$ cat src/hdl/vebb_pkg.sv
// ----------------------------------------------------------------------------
// vebb_pkg
// Shared constants, state encoding and controller/datapath bundles for the
// encoder bus-bridge register window.
// ----------------------------------------------------------------------------
package vebb_pkg;

	// Window placement and store sizes
	localparam logic [31:0] BASE_ADDR     = 32'h1A00_0000;
	localparam logic [31:0] WINDOW_SIZE   = 32'd256;
	localparam int          NUM_BRIDGE    = 32;
	localparam int          ENC_REG_COUNT = 256;
	localparam int          BW_IDX_W      = $clog2(NUM_BRIDGE);
	localparam int          ENC_IDX_W     = $clog2(ENC_REG_COUNT);

	// Bridge word offsets with special meaning
	localparam logic [7:0] OFF_COMMAND = 8'h00;
	localparam logic [7:0] OFF_STATUS  = 8'h06;
	localparam logic [7:0] OFF_POWER   = 8'h0A;
	localparam logic [BW_IDX_W-1:0] BW_MODE   = 5'h02;
	localparam logic [BW_IDX_W-1:0] BW_STATUS = 5'h06;
	localparam logic [BW_IDX_W-1:0] BW_POWER  = 5'h0A;
	localparam logic [BW_IDX_W-1:0] BW_INDEX  = 5'h10;

	// Mode codes
	localparam logic [15:0] MODE_ERR_A = 16'h004F;
	localparam logic [15:0] MODE_ERR_B = 16'h0041;
	localparam logic [15:0] MODE_COPY  = 16'h0043;
	localparam logic [15:0] MODE_FILL  = 16'h0042;

	// Reset contents
	localparam logic [15:0]          BW_POWER_RST = 16'h0001;
	localparam logic [ENC_IDX_W-1:0] ENC_RST_IDX  = 8'h7E;
	localparam logic [15:0]          ENC_RST_VAL  = 16'h001C;

	typedef enum logic [2:0] {
		ST_IDLE,
		ST_DECODE,
		ST_EXEC,
		ST_COPY,
		ST_FILL,
		ST_DONE
	} vebb_state_t;

	// Controller to datapath
	typedef struct packed {
		logic accept;
		logic decode;
		logic exec;
		logic copy;
		logic fill;
		logic load_out;
	} vebb_cmd_t;

	// Datapath to controller
	typedef struct packed {
		logic act_copy;
		logic act_fill;
		logic fill_last;
	} vebb_sts_t;

endpackage

$ cat src/hdl/vebb_ctrl.sv
// ----------------------------------------------------------------------------
// vebb_ctrl
// Request sequencer: steps each request through decode, execute and the
// optional copy or fill phase, and owns the result valid flag.
// ----------------------------------------------------------------------------
module vebb_ctrl (
	input  logic              clk,
	input  logic              arst_n,
	input  logic              in_valid,
	output logic              in_stall,
	output logic              out_valid,
	input  logic              out_stall,
	input  vebb_pkg::vebb_sts_t sts,
	output vebb_pkg::vebb_cmd_t cmd
);
	import vebb_pkg::*;

	vebb_state_t state_q, state_nxt;
	logic        out_valid_q;

	always_ff @(posedge clk or negedge arst_n) begin
		if (!arst_n) begin
			state_q     <= ST_IDLE;
			out_valid_q <= 1'b0;
		end else begin
			state_q <= state_nxt;
			if (cmd.load_out) begin
				out_valid_q <= 1'b1;
			end else if (!out_stall) begin
				out_valid_q <= 1'b0;
			end
		end
	end

	// Next state
	always_comb begin
		state_nxt = state_q;
		unique case (state_q)
			ST_IDLE: begin
				if (in_valid) state_nxt = ST_DECODE;
			end
			ST_DECODE: state_nxt = ST_EXEC;
			ST_EXEC: begin
				if (sts.act_copy)      state_nxt = ST_COPY;
				else if (sts.act_fill) state_nxt = ST_FILL;
				else                   state_nxt = ST_DONE;
			end
			ST_COPY: state_nxt = ST_DONE;
			ST_FILL: begin
				if (sts.fill_last) state_nxt = ST_DONE;
			end
			ST_DONE: begin
				if (!out_valid_q || !out_stall) state_nxt = ST_IDLE;
			end
			default: state_nxt = ST_IDLE;
		endcase
	end

	// Outputs
	always_comb begin
		cmd      = '0;
		in_stall = 1'b1;
		unique case (state_q)
			ST_IDLE: begin
				in_stall   = 1'b0;
				cmd.accept = in_valid;
			end
			ST_DECODE: cmd.decode = 1'b1;
			ST_EXEC:   cmd.exec   = 1'b1;
			ST_COPY:   cmd.copy   = 1'b1;
			ST_FILL:   cmd.fill   = 1'b1;
			ST_DONE:   cmd.load_out = !out_valid_q || !out_stall;
			default: begin
				cmd = '0;
			end
		endcase
	end

	assign out_valid = out_valid_q;

endmodule

$ cat config.mk
export PLATFORM = sky130hd
export DESIGN_NAME = vebb_ctrl
export DESIGN_NICKNAME = d
export VERILOG_FILES = /design/src/hdl/vebb_pkg.sv /design/src/hdl/vebb_ctrl.sv
export SDC_FILE = /design/constraint.sdc
export NUM_CORES = 1
export LEC_CHECK = 0
export BUFFER_PORTS_ARGS = -buffer_cell sky130_fd_sc_hd__buf_2
export CORE_AREA = 10 10 47 49
export CTS_BUF_LIST = sky130_fd_sc_hd__clkbuf_16
export CTS_CLUSTER_SIZE = 14
export DETAILED_ROUTE_END_ITERATION = 10
export DIE_AREA = 0 0 57 59
export SYNTH_ARGS = -nofsm -noshare
export SYNTH_HDL_FRONTEND = slang
export SYNTH_SLANG_ARGS = --single-unit
$ cat constraint.sdc
create_clock -name clk -period 2.2 [get_ports clk]
set_input_delay 0.22 -clock clk [delete_from_list [all_inputs] [get_ports clk]]
set_output_delay 0.22 -clock clk [all_outputs]
set_load 0.01 [all_outputs]
==> impl_metrics.env <==
export IMPL_final_hold_violation_count=0
export IMPL_cts_repair_resize_count=0
export IMPL_synth_edf_count=0
export IMPL_detailedRoute_firstIterationViolations=5
export IMPL_synth_area_leader_cell="sky130_fd_sc_hd__dfrtp_1"
export IMPL_yosys_warnings=0
export IMPL_maximum_number_of_pins_on_one_net_before_global_route_repair=12
export IMPL_setup_tns_ns=0
export IMPL_combined_flip_flop_and_latch_cell_area_um2=100
export IMPL_max_clock_freq_mhz=647
export IMPL_critical_path_startpoint="state_q[2]"
export IMPL_cts_made_buffers=3
export IMPL_mappedNetlistArea_um2=268
export IMPL_die_area_um2=3360
export IMPL_worst_setup_path_endpoint="cmd[5]"
export IMPL_floorplan_die_width_um=57
export IMPL_clock_tree_from_tritoncts="yes"
export IMPL_worst_r2r_path_depth=3
export IMPL_initial_core_utilization_pct=19.1
export IMPL_worst_pin_slew_ns=0.299
export IMPL_gp_routability_congestion=0.786
export IMPL_setup_violations=0
export IMPL_clock_path_buffers=2
export IMPL_drt_vias_per_instance=4.16
export IMPL_detail_route_antenna_nets=0
export IMPL_ctsRootBufferMaster="sky130_fd_sc_hd__clkbuf_16"
export IMPL_synth_sequential_area_ratio_pct=37.4
export IMPL_slew_headroom_pct=80.1
export IMPL_yosys_area_share_adder_pct=0
export IMPL_outcome="finished clean"
export IMPL_cap_viol_max_count=0
export IMPL_placement_io_buffers=14
export IMPL_routed_wl_um=696
export IMPL_num_nets_final=55
export IMPL_numClockSinks=4
export IMPL_detail_route_wl_per_cell_um=11.2
export IMPL_placement_rows=14
export IMPL_yosys_area_share_xor_xnor_pct=0
export IMPL_layout_worst_path_cycle_share_pct=70.2
export IMPL_grt_overflow_total=0
export IMPL_drive_gt1_share_pct=41.3
export IMPL_hold_ws_ns=0.271
export IMPL_drv_slew=0
export IMPL_critPathCaptureType="primary output"
export IMPL_first_global_vias=286
export IMPL_postSynthNetCount=37
export IMPL_htreeDepth=1
export IMPL_fraction_of_the_mapped_netlist_area_in_simple_logic_gates_pct=33.2
export IMPL_synthDistinctLibCells=16
export IMPL_worst_skew_pair_late_latency_ns=0.22
export IMPL_groute_usage_overall_pct=4.76
export IMPL_time_the_final_worst_path_needs_with_i_o_delays_and_setup_ns=1.55
export IMPL_setup_reg_to_reg_worst_slack_ns=1.13
export IMPL_ios=15
export IMPL_fillers=163
export IMPL_worst_endpoint_required_ns=1.98
export IMPL_dominantRegCellSynth="sky130_fd_sc_hd__dfrtp_1"
export IMPL_worstPathArrival_ns=1.33
export IMPL_yosysTopAreaCellShare_pct=37.4
export IMPL_grt_setup_unrepaired="no"
export IMPL_core_region_area_um2=1400
export IMPL_startpoint_type="flip-flop"
export IMPL_grt_antenna_before_repair=0
export IMPL_cp_max_fo=10
export IMPL_total_via_count_after_detailed_routing=258
export IMPL_syn_to_final_growth_pct=57.0
export IMPL_drc_violation_count_after_routing=0
export IMPL_path_class="flip-flop to primary output"
export IMPL_netlist_top_cells_area="sky130_fd_sc_hd__dfrtp_1, sky130_fd_sc_hd__buf_6, sky130_fd_sc_hd__nor3b_1"
export IMPL_synth_top_family_by_area="simple AND/OR/NAND/NOR gates"
export IMPL_dpl_hpwl_um=549
export IMPL_synth_area_mux_share_pct=3.74
export IMPL_drtPass1Iterations=2
export IMPL_synth_async_sr_flop_share_pct=100
export IMPL_synthesis_instances=30
export IMPL_regToRegStartpoint="state_q[2]"
export IMPL_synth_ff_latch_count=4
export IMPL_multi_input_combinational_cell_area_um2=138
export IMPL_synth_compound_area_share_pct=14.5
export IMPL_cts_clk_slew_worst_paths_ns=0.03
export IMPL_terminus_of_the_critical_flop_to_flop_path="state_q[0]"
export IMPL_p_total_uw=661
export IMPL_y_dimension_of_the_die_um=59
export IMPL_grt_first_pass_wirelength_um=1170
export IMPL_clock_skew_ns=0.00247
export IMPL_cellPowerDensity_nw_per_um2=1570
export IMPL_leakage_uw=0.000211
export IMPL_avgSynthCellArea_um2=8.93
export IMPL_worst_ir_drop_vdd_uv=703
export IMPL_postCtsSetupRepairBufs=0
export IMPL_synthTopCellsByCount="sky130_fd_sc_hd__dfrtp_1, sky130_fd_sc_hd__nand2_1, sky130_fd_sc_hd__a21oi_1, sky130_fd_sc_hd__nor3b_1"
export IMPL_holdCritPathClass="input port to flip-flop"
export IMPL_antennaDiodeCount=0
[cell type report]
cell class,count,area share [%]
inverters,2,1.79
well taps,16,4.76
repair buffers,15,19.0
multi-input cells,22,32.7
clock buffers,3,17.9
flip-flops and latches,4,23.8
[registers in the layout, indices dropped and copies added, names as in the netlist]
register,count
out_valid,1
state_q,3
[stage by stage]
step,util (%),area (µm²),worst slack [ns],std cells
finish,30.0,420,0.655,62
floorplan,-,268,0.961,30
global route,30.0,420,0.582,62
detailed placement,23.9,335,0.883,58
CTS,30.0,420,0.644,62
global placement,23.9,335,0.884,58
[logic make-up after synthesis]
kind of cell           count (synthesis)
AND/OR/NAND/NOR                       15
AO/OA/AOI/OAI                          6
flip-flops                             4
buffers and inverters                  4
multiplexers                           1
[worst min-delay path by stage]
stage               from         end  slack [ns]  cells after the start
2_1_floorplan     arst_n   out_valid       -0.08                      0
3_3_place_gp      arst_n  state_q[1]        0.03                      1
3_5_place_dp      arst_n  state_q[1]        0.03                      1
4_1_cts        out_stall   out_valid        0.28                      3
5_1_grt        out_stall   out_valid        0.30                      3
6_report       out_stall   out_valid        0.27                      3
[critical path: stages, from the launching register on]
cell and delay, ns:
sky130_fd_sc_hd__dfrtp_1 0.47, sky130_fd_sc_hd__or3_4 0.43, sky130_fd_sc_hd__nor2_2 0.08, sky130_fd_sc_hd__buf_2 0.13
[timing repair]
action                                  4_1_cts  5_1_grt
hold buffers                                  1        0
endpoints found under the setup margin        0        0
hold endpoints to repair                      4        0
[power breakdown]
group | total (µW) | leakage, µW | internal [µW] | switching, µW
registers | 165 | 0.0000516 | 105 | 60.5
clock network | 281 | 0.0000370 | 232 | 48.9
logic | 215 | 0.000122 | 113 | 102
[layer usage]
metal | vias to the layer above | part of all wire, % | global-route usage, %
met2 | 11 | 45 | 6.36
met3 | 2 | 14 | 4.94
met5 | - | 0 | 0
li1 | 134 | - | -
met4 | 0 | 3.9 | 4.03
met1 | 111 | 37 | 4.06
[cell usage in the layout (no fill, tap or decap), drive strengths merged]
master       instances
o22a                 1
a21oi                3
nand2b               2
nor2b                1
o2bb2ai              1
or3                  1
dlygate4sd3          1
nor2                 3
clkbuf               3
nand3b               1
buf                 14
dfrtp                4
o22ai                1
inv                  2
mux2i                1
nor3b                3
nand2                4
(Power assumes the default switching activity.)
